**src/rtl/core/btpc_pkg.sv**
```systemverilog
`timescale 1ns / 1ps
package btpc_pkg;

  // Multiplier operand and product widths
  localparam int MUL_W  = 25;
  localparam int PROD_W = 2 * MUL_W;
  // Width of the stored offset and sensitivity terms
  localparam int TERM_W = 48;

  // Temperature thresholds in centidegrees
  localparam int TEMP_NOMINAL = 2000;
  localparam int TEMP_COLD    = -1500;

  // Configuration register indexes
  localparam logic [2:0] CFG_C1      = 3'd0;
  localparam logic [2:0] CFG_C2      = 3'd1;
  localparam logic [2:0] CFG_C3      = 3'd2;
  localparam logic [2:0] CFG_C4      = 3'd3;
  localparam logic [2:0] CFG_C5      = 3'd4;
  localparam logic [2:0] CFG_C6      = 3'd5;
  localparam logic [2:0] CFG_VARIANT = 3'd6;

  // Sequencer states
  typedef enum logic [3:0] {
    ST_IDLE,
    ST_T_DT,
    ST_T_MC6,
    ST_T_MC4,
    ST_T_MC3,
    ST_T_MDT,
    ST_T_MF,
    ST_T_MG,
    ST_T_CF,
    ST_T_CG,
    ST_P_LO,
    ST_P_HI,
    ST_P_SUM,
    ST_P_FIN,
    ST_DONE
  } state_t;

  // Calibration words
  typedef struct packed {
    logic [15:0] c1;
    logic [15:0] c2;
    logic [15:0] c3;
    logic [15:0] c4;
    logic [15:0] c5;
    logic [15:0] c6;
    logic        variant;
  } btpc_cal_t;

  // One finished result
  typedef struct packed {
    logic               is_pressure;
    logic signed [31:0] temperature_centideg;
    logic signed [31:0] pressure_pa;
  } btpc_res_t;

endpackage

```
**src/rtl/core/btpc_mul.sv**
```systemverilog
`timescale 1ns / 1ps
module btpc_mul (
  input  logic                             clk,
  input  logic signed [btpc_pkg::MUL_W-1:0]  a,
  input  logic signed [btpc_pkg::MUL_W-1:0]  b,
  output logic signed [btpc_pkg::PROD_W-1:0] p
);
  import btpc_pkg::*;

  // Register the signed product
  always_ff @(posedge clk) begin
    p <= a * b;
  end

endmodule

```
**src/rtl/core/btpc_engine.sv**
```systemverilog
`timescale 1ns / 1ps
module btpc_engine (
  input  logic                  clk,
  input  logic                  rst,
  input  logic                  start,
  input  logic [23:0]           raw,
  input  logic                  is_temp,
  input  btpc_pkg::btpc_cal_t   cal,
  input  logic                  res_ready,
  output logic                  busy,
  output logic                  res_valid,
  output btpc_pkg::btpc_res_t   res
);
  import btpc_pkg::*;

  state_t state, state_next;

  logic [23:0]               raw_q;
  logic                      is_pres;
  logic signed [MUL_W-1:0]   dt;
  logic signed [17:0]        x;
  logic signed [18:0]        y;
  logic [17:0]               t2;
  logic [35:0]               f;
  logic [35:0]               g;
  logic signed [TERM_W-1:0]  off;
  logic signed [TERM_W-1:0]  sens;
  logic signed [63:0]        acc;
  logic signed [31:0]        pres;

  logic signed [MUL_W-1:0]   mul_a;
  logic signed [MUL_W-1:0]   mul_b;
  logic signed [PROD_W-1:0]  prod;

  logic [TERM_W-1:0]         f48;
  logic [TERM_W-1:0]         g48;
  logic [TERM_W-1:0]         off2f;
  logic [TERM_W-1:0]         sens2f;
  logic [TERM_W-1:0]         off2g;
  logic [TERM_W-1:0]         sens2g;
  logic [TERM_W-1:0]         off_base;
  logic [TERM_W-1:0]         sens_base;
  logic signed [63:0]        p_diff;
  logic signed [31:0]        temp_res;

  btpc_mul u_mul (
    .clk (clk),
    .a   (mul_a),
    .b   (mul_b),
    .p   (prod)
  );

  // Temperature offset from the cold threshold
  assign y = {x[17], x} + 19'(TEMP_NOMINAL - TEMP_COLD);

  // Constant scalings of the squared terms
  assign f48 = TERM_W'(f);
  assign g48 = TERM_W'(g);
  assign off2f  = cal.variant ? (((f48 << 6) - (f48 << 2) + f48) >> 4)
                              : (((f48 << 2) + f48) >> 1);
  assign sens2f = cal.variant ? (f48 << 1) : (((f48 << 2) + f48) >> 2);
  assign off2g  = cal.variant ? ((g48 << 4) - g48) : ((g48 << 3) - g48);
  assign sens2g = cal.variant ? (g48 << 3)
                              : (((g48 << 3) + (g48 << 1) + g48) >> 1);

  // First-order terms from the product in flight
  assign off_base  = cal.variant ?
      (TERM_W'({cal.c2, 17'b0}) + TERM_W'(prod >>> 6)) :
      (TERM_W'({cal.c2, 16'b0}) + TERM_W'(prod >>> 7));
  assign sens_base = cal.variant ?
      (TERM_W'({cal.c1, 16'b0}) + TERM_W'(prod >>> 7)) :
      (TERM_W'({cal.c1, 15'b0}) + TERM_W'(prod >>> 8));

  // Pressure before the final shift
  assign p_diff = (acc >>> 21) - 64'(off);

  // Final temperature with the second-order step removed
  assign temp_res = 32'(TEMP_NOMINAL) + {{14{x[17]}}, x} - {14'b0, t2};

  // Hold the state register
  always_ff @(posedge clk) begin
    if (rst) begin
      state <= ST_IDLE;
    end else begin
      state <= state_next;
    end
  end

  // Advance the sequencer and steer the multiplier
  always_comb begin
    state_next = state;
    mul_a      = '0;
    mul_b      = '0;
    unique case (state)
      ST_IDLE: begin
        if (start) state_next = is_temp ? ST_T_DT : ST_P_LO;
      end
      ST_T_DT:  state_next = ST_T_MC6;
      ST_T_MC6: begin
        mul_a      = dt;
        mul_b      = {9'b0, cal.c6};
        state_next = ST_T_MC4;
      end
      ST_T_MC4: begin
        mul_a      = {9'b0, cal.c4};
        mul_b      = dt;
        state_next = ST_T_MC3;
      end
      ST_T_MC3: begin
        mul_a      = {9'b0, cal.c3};
        mul_b      = dt;
        state_next = ST_T_MDT;
      end
      ST_T_MDT: begin
        mul_a      = dt;
        mul_b      = dt;
        state_next = x[17] ? ST_T_MF : ST_DONE;
      end
      ST_T_MF: begin
        mul_a      = {{7{x[17]}}, x};
        mul_b      = {{7{x[17]}}, x};
        state_next = ST_T_MG;
      end
      ST_T_MG: begin
        mul_a      = {{6{y[18]}}, y};
        mul_b      = {{6{y[18]}}, y};
        state_next = ST_T_CF;
      end
      ST_T_CF:  state_next = ST_T_CG;
      ST_T_CG:  state_next = ST_DONE;
      ST_P_LO: begin
        mul_a      = {1'b0, raw_q};
        mul_b      = {1'b0, sens[23:0]};
        state_next = ST_P_HI;
      end
      ST_P_HI: begin
        mul_a      = {1'b0, raw_q};
        mul_b      = {sens[47], sens[47:24]};
        state_next = ST_P_SUM;
      end
      ST_P_SUM: state_next = ST_P_FIN;
      ST_P_FIN: state_next = ST_DONE;
      ST_DONE: begin
        if (res_ready) state_next = ST_IDLE;
      end
      default:  state_next = ST_IDLE;
    endcase
  end

  // Keep the stored compensation terms
  always_ff @(posedge clk) begin
    if (rst) begin
      off  <= '0;
      sens <= '0;
    end else begin
      unique case (state)
        ST_T_MC3: off  <= $signed(off_base);
        ST_T_MDT: sens <= $signed(sens_base);
        ST_T_CF: begin
          off  <= off - $signed(off2f);
          sens <= sens - $signed(sens2f);
        end
        ST_T_CG: begin
          if (y[18]) begin
            off  <= off - $signed(off2g);
            sens <= sens - $signed(sens2g);
          end
        end
        default: ;
      endcase
    end
  end

  // Capture the working values
  always_ff @(posedge clk) begin
    unique case (state)
      ST_IDLE: begin
        if (start) begin
          raw_q   <= raw;
          is_pres <= !is_temp;
          t2      <= '0;
        end
      end
      ST_T_DT:  dt   <= $signed({1'b0, raw_q}) - $signed({1'b0, cal.c5, 8'b0});
      ST_T_MC4: x    <= prod[40:23];
      ST_T_MF:  t2   <= prod[48:31];
      ST_T_MG:  f    <= prod[35:0];
      ST_T_CF:  g    <= prod[35:0];
      ST_P_HI:  acc  <= 64'(prod);
      ST_P_SUM: acc  <= acc + (64'(prod) <<< 24);
      ST_P_FIN: pres <= p_diff[46:15];
      default: ;
    endcase
  end

  assign busy      = (state != ST_IDLE);
  assign res_valid = (state == ST_DONE);

  // Present the result of the request in hand
  always_comb begin
    res.is_pressure          = is_pres;
    res.temperature_centideg = is_pres ? 32'sd0 : temp_res;
    res.pressure_pa          = is_pres ? pres : 32'sd0;
  end

endmodule

```
**src/rtl/core/baro_temp_pressure_compensation_top.sv**
```systemverilog
`timescale 1ns / 1ps
// Barometric pressure sensor compensation with second-order temperature
// correction. Raw 24-bit converter words arrive on the input channel; a phase
// counter that wraps after PRESSURE_PER_TEMP+1 requests marks the first word of
// each round as temperature and the rest as pressure. A temperature request
// yields the temperature in centidegrees and refreshes the stored offset and
// sensitivity terms; a pressure request yields pressure in pascals from those
// terms. All arithmetic runs through one registered 25x25 signed multiplier
// under a small sequencer, and in_stall stays high while a request is worked;
// a temperature below 20.00 C takes extra multiplier passes for the second-order
// correction. The result waits in an output register, so a new request is
// taken while an earlier result is stalled. The user must write calibration
// words through the cfg port only while the block is idle; the block itself
// does not enforce it.
module baro_temp_pressure_compensation_top #(
  parameter int PRESSURE_PER_TEMP = 3
) (
  input  logic               clk,
  input  logic               rst,
  input  logic               in_valid,
  output logic               in_stall,
  input  logic [23:0]        raw_sample,
  output logic               out_valid,
  input  logic               out_stall,
  output logic               is_pressure,
  output logic signed [31:0] temperature_centideg,
  output logic signed [31:0] pressure_pa,
  input  logic               cfg_valid,
  output logic               cfg_ready,
  input  logic [2:0]         cfg_index,
  input  logic [15:0]        cfg_data
);
  import btpc_pkg::*;

  localparam int PHASE_W = $clog2(PRESSURE_PER_TEMP + 1);

  btpc_cal_t          cal;
  logic [PHASE_W-1:0] phase_count;
  logic               start;
  logic               busy;
  logic               res_valid;
  logic               res_ready;
  btpc_res_t          res;

  assign cfg_ready = 1'b1;
  assign in_stall  = busy;
  assign start     = in_valid && !in_stall;
  assign res_ready = !out_valid || !out_stall;

  // Write calibration registers
  always_ff @(posedge clk) begin
    if (rst) begin
      cal <= '0;
    end else if (cfg_valid && cfg_ready) begin
      unique case (cfg_index)
        CFG_C1:      cal.c1      <= cfg_data;
        CFG_C2:      cal.c2      <= cfg_data;
        CFG_C3:      cal.c3      <= cfg_data;
        CFG_C4:      cal.c4      <= cfg_data;
        CFG_C5:      cal.c5      <= cfg_data;
        CFG_C6:      cal.c6      <= cfg_data;
        CFG_VARIANT: cal.variant <= cfg_data[0];
        default: ;
      endcase
    end
  end

  // Advance the phase on every accepted request
  always_ff @(posedge clk) begin
    if (rst) begin
      phase_count <= '0;
    end else if (start) begin
      if (phase_count == PHASE_W'(PRESSURE_PER_TEMP)) phase_count <= '0;
      else phase_count <= phase_count + 1'b1;
    end
  end

  btpc_engine u_engine (
    .clk       (clk),
    .rst       (rst),
    .start     (start),
    .raw       (raw_sample),
    .is_temp   (phase_count == '0),
    .cal       (cal),
    .res_ready (res_ready),
    .busy      (busy),
    .res_valid (res_valid),
    .res       (res)
  );

  // Hold the result until the consumer takes it
  always_ff @(posedge clk) begin
    if (rst) begin
      out_valid <= 1'b0;
    end else if (res_valid && res_ready) begin
      out_valid <= 1'b1;
    end else if (!out_stall) begin
      out_valid <= 1'b0;
    end
  end

  always_ff @(posedge clk) begin
    if (res_valid && res_ready) begin
      is_pressure          <= res.is_pressure;
      temperature_centideg <= res.temperature_centideg;
      pressure_pa          <= res.pressure_pa;
    end
  end

endmodule

```
**config.mk**
```make
export PLATFORM = sky130hd
export DESIGN_NAME = baro_temp_pressure_compensation_top
export DESIGN_NICKNAME = d
export VERILOG_FILES = /design/src/rtl/core/btpc_pkg.sv /design/src/rtl/core/btpc_mul.sv /design/src/rtl/core/btpc_engine.sv /design/src/rtl/core/baro_temp_pressure_compensation_top.sv
export SDC_FILE = /design/constraint.sdc
export NUM_CORES = 2
export LEC_CHECK = 0
export BUFFER_PORTS_ARGS = -buffer_cell sky130_fd_sc_hd__buf_2
export CAP_MARGIN = 15
export CORE_MARGIN = 2
export CORE_UTILIZATION = 35
export CTS_BUF_LIST = sky130_fd_sc_hd__clkbuf_4 sky130_fd_sc_hd__clkbuf_8
export CTS_CLUSTER_DIAMETER = 60
export DETAILED_ROUTE_END_ITERATION = 16
export PLACE_DENSITY = 0.53
export SLEW_MARGIN = 30
export SYNTH_ARGS = -nofsm -noshare
export SYNTH_HDL_FRONTEND = slang
export SYNTH_HIERARCHICAL = 1
export SYNTH_SLANG_ARGS = --single-unit
export TNS_END_PERCENT = 10
```
**constraint.sdc**
```tcl
create_clock -name clk -period 8.5 [get_ports clk]
set_input_delay 0.425 -clock clk [delete_from_list [all_inputs] [get_ports clk]]
set_output_delay 0.425 -clock clk [all_outputs]
set_load 0.02 [all_outputs]
```
==> metrics.log <==
[metrics] FP Rows: about 170
[metrics] # clock sinks: roughly 550
[metrics] Detail Route Antenna Nets: 0
[metrics] Initial Util: a little over a third
[metrics] CTS buffer count: 100
[metrics] Chip Width: 454 um
[metrics] total wire length after detailed routing: roughly 260 mm
[metrics] iteration count of the initial detailed-routing pass: 7
[metrics] leading cell type in the layout, fill and taps excluded: sky130_fd_sc_hd__inv_1
[metrics] IO buf count: between 100 and 150
[metrics] number of cell instances on the worst register-to-register path: 38
[metrics] Highest Clock Rate: about 120 MHz
[metrics] critical path launch point type: flop
[metrics] Setup Crit Path Kind: reg2reg
[metrics] RSZ-0062 raised after global routing: true
[metrics] Worst Setup SP: u_engine/x[2]$_DFFE_PN_
[metrics] Yosys cell types: around 120
[metrics] core region area: between 200000 and 250000 um2
[metrics] total overflow reported by the global router: 0
[metrics] violation count after the first detailed-route iteration: 5033
[metrics] Reg-to-Reg Start: u_engine/x[2]$_DFFE_PN_
[metrics] standby leakage power: 36.3 nW
[metrics] cell internal power dissipation: slightly below 10 mW
[metrics] FF-to-FF setup slack: 0.09 ns
[metrics] Mapped Area: 70900 um2
[metrics] average size of a mapped cell: between 8 and 9 um2
[metrics] required time of the critical path: 9.21 ns
[metrics] count of unresolved DRC violations after routing: 0
[metrics] cell area after layout: around 80000 um2
[metrics] hold crit path type: in2reg
[metrics] gate count of the mapped netlist: 8234
[metrics] net switching share of the total power: 49.4%
[metrics] deepest level of the CTS H-tree: 3
[metrics] CTS max path bufs: 3
[metrics] crit end category: flop
[metrics] Async SR Flop Fraction: 0%
[metrics] end of the critical path: u_engine/u_mul/p[49]$_DFF_P_
[metrics] Post-Synthesis Net Count: between 9000 and 10000
[metrics] worst-skew pair later-pin latency: 0.85 ns
[metrics] sum of routed wire segments on met1: between 100 and 150 mm
[metrics] number of storage elements in the synthesis netlist: between 500 and 600
[metrics] tightest slew margin relative to the limit: between 20% and 30%
[metrics] area of all sequential standard cells: around 14000 um2
[metrics] die outline height: ~450 um
[metrics] number of enable-type register cells in the synthesized netlist: slightly below 300
[metrics] Sw Pwr: approximately 9.6 mW
[metrics] commonest cells after routing, fill and taps aside: 1031 x sky130_fd_sc_hd__inv_1, 954 x sky130_fd_sc_hd__nand2_1, 659 x sky130_fd_sc_hd__fa_1, 633 x sky130_fd_sc_hd__ha_1, 614 x sky130_fd_sc_hd__a21oi_1
[metrics] final clock skew: 0.0783 ns
[metrics] non-filler instance count after layout: approximately 11000
[metrics] met2 routed wirelength: roughly 120 mm
[metrics] main flop type after synthesis: sky130_fd_sc_hd__edfxtp_1
[metrics] status: finished clean
[metrics] overall routing resource usage: between 20% and 30%
[metrics] Tcrit/Tclk final: between 90% and 100%
[metrics] maximum number of pins on one net before global-route repair: approximately 80
[metrics] I/O pin cnt: roughly 120
[metrics] detailed-routed wire length on met3: ~14 mm
[metrics] critical-path cell with the highest stage delay: sky130_fd_sc_hd__fa_1
[metrics] reg-to-reg endpoint: u_engine/u_mul/p[49]$_DFF_P_
[metrics] final max-slew violation count: 0
[metrics] Tot Pwr: ~19 mW
[metrics] delay of the slowest cell on the worst path: roughly 0.52 ns
[metrics] clock tree root buffer cell: sky130_fd_sc_hd__clkbuf_8
[metrics] relative contribution of the clock network to total power: around 14%
[metrics] Area growth, synth to finish: 13.7%
[metrics] actual slew at the worst max-slew pin: 1.04 ns
[metrics] min Tclk post-route: roughly 8.4 ns
[metrics] Seq pwr share: ~20%
[metrics] crit path DAT: approximately 9 ns
[metrics] final number of setup-violating endpoints: 0
[metrics] floorplan die area: about 210000 um2
[metrics] cell count after placement: roughly 11000
[metrics] multi-input gate area in the final layout: 52100 um2
[metrics] clock-pin slew of the registers on the worst-case setup and hold paths: approximately 0.06 ns
[metrics] Vias/cell: approximately 5.5
[metrics] via count of the first global-routing pass: 62300
[metrics] maximum fanout count along the critical path: 6
[metrics] share of the yosys chip area belonging to registers: around 20%
[metrics] antenna violations before repair: 12
[metrics] number of hold violations in the final report: 0
[metrics] wire length of the first global-routing pass: between 300 and 400 mm
[metrics] highest signal layer in the routed design: met5
[metrics] final weighted congestion in routability-driven placement: 0.978
[metrics] Net count, final: 9958
[metrics] post-detail-place hpwl: around 210 mm
[metrics] VDD IR-drop max: roughly 140 uV
[metrics] Layout fillers: 20300
[metrics] average wire per standard cell: roughly 23 um
[metrics] # Max-Cap Violations: 0
[metrics] share of cells above drive strength 1: between 10% and 20%
[metrics] power density cells: about 240 nW/um2
[metrics] count of vias placed by the detailed router: around 62000
[metrics] area of placed instances: 77500 um2
[metrics] number of warnings reported in the yosys synthesis log: 6
[metrics] power share of the combinational group: 65.7%
[metrics] cell repeated most along the worst path: sky130_fd_sc_hd__fa_1
[metrics] TritonCTS clock tree: yes
[metrics] Setup Total Neg Slack: 0 ns
## synthesized netlist by cell type (249+ instances only)
master | number | area share, %
sky130_fd_sc_hd__fa_1 | 668 | 19
sky130_fd_sc_hd__nand2_1 | 958 | 5.1
sky130_fd_sc_hd__a21oi_1 | 627 | 4.4
sky130_fd_sc_hd__o21ai_0 | 340 | 2.4
sky130_fd_sc_hd__edfxtp_1 | 298 | 13
sky130_fd_sc_hd__clkbuf_1 | 274 | 1.5
sky130_fd_sc_hd__inv_1 | 1034 | 5.5
sky130_fd_sc_hd__nor2_1 | 390 | 2.1
sky130_fd_sc_hd__ha_1 | 641 | 11
sky130_fd_sc_hd__xnor2_1 | 317 | 3.9
sky130_fd_sc_hd__and2_1 | 417 | 3.7
sky130_fd_sc_hd__dfxtp_1 | 249 | 7.0
## cell type report
cell class	count	area share [%]
Clock buffer	126	2.02
Inverter	1037	4.83
Multi-Input combinational cell	6307	64.7
Clock inverter	61	0.647
Tap cell	2672	4.15
Timing Repair Buffer	608	6.36
Sequential cell	547	17.3
Antenna cell	8	0.0248
## kinds of logic (layout without fill, tap and decap cells)
family,Yosys count,count (layout),synth area share [%]
AO/OA/AOI/OAI,1993,1993,18.5
multiplexers,86,86,1.63
adder cells (fa/ha/maj),1309,1309,30.2
buffers and inverters,1380,1832,7.54
XOR/XNOR,481,481,5.94
other,2,10,0.0106
flip-flops,547,547,19.7
AND/OR/NAND/NOR,2436,2436,16.5
## metal layers
layer  vias to the layer above  GRT usage [%]
met5                         -              0
met4                         6           9.38
met2                      1832           42.3
met3                       440           2.95
met1                     30800           31.2
li1                      28900              -
## power by group through the flow
stage / clock [mW] / sequential, mW / combinational (mW)
3_5_place_dp: 0 / 3.91 / 12.4
2_1_floorplan: 0 / 3.60 / 8.14
6_report: 2.76 / 3.88 / 12.7
5_1_grt: 2.93 / 3.89 / 14.0
4_1_cts: 2.81 / 3.86 / 12.6
3_3_place_gp: 0 / 3.92 / 12.3
## critical path: cells and delay by family, from the launching register on
family	cells	cell delay, ns
xor+xnor	2	0.14
fa+ha+maj	9	3.77
buf+inv	12	1.34
flops	1	0.42
simple gates	6	0.83
compound gates	9	1.77
## timing repair
item | 4_1_cts | 5_1_grt
setup endpoints to repair | 17 | 29
hold buffers | 42 | 0
hold endpoints to repair | 101 | 0
setup buffers | 3 | 8
gates resized for setup | 32 | 57
pin swaps | 22 | 41
cloned | 0 | 0
## state kept, by name, summed over array words and instances (netlist names), 25 cells and up
register	cells
u_engine/pres	32
u_engine/g	36
u_engine/u_mul/p	50
u_engine/dt	25
u_engine/sens	48
cal	97
pressure_pa	32
u_engine/f	36
temperature_centideg	32
u_engine/acc	43
u_engine/off	47
## through the flow
step	util (%)	hold WS [ns]	setup slack [ns]
after CTS	39.8	0.0764	0.00156
after floorplan	-	0.421	0.0154
final	40.0	0.132	0.0870
after detailed placement	38.4	0.446	-0.358
after global placement	38.4	0.440	-0.280
after global routing	40.0	0.146	-0.211
## worst min path at each step
| stage | startpoint | end | slack (ns) | cells past startpoint |
|---|---|---|---|---|
| floorplan | u_engine/u_mul/p[40]$_DFF_P_ | u_engine/x[17]$_DFFE_PN_ | 0.42 | 0 |
| global placement | cal[43]$_SDFFE_PP0P_ | cal[43]$_SDFFE_PP0P_ | 0.44 | 2 |
| detailed placement | cal[8]$_SDFFE_PP0P_ | cal[8]$_SDFFE_PP0P_ | 0.45 | 2 |
| CTS | in_valid | phase_count[0]$_SDFFE_PP0P_ | 0.08 | 4 |
| global route | in_valid | phase_count[0]$_SDFFE_PP0P_ | 0.15 | 4 |
| finish | in_valid | phase_count[0]$_SDFFE_PP0P_ | 0.13 | 4 |
Note: power is estimated with default switching activity, not from simulation.
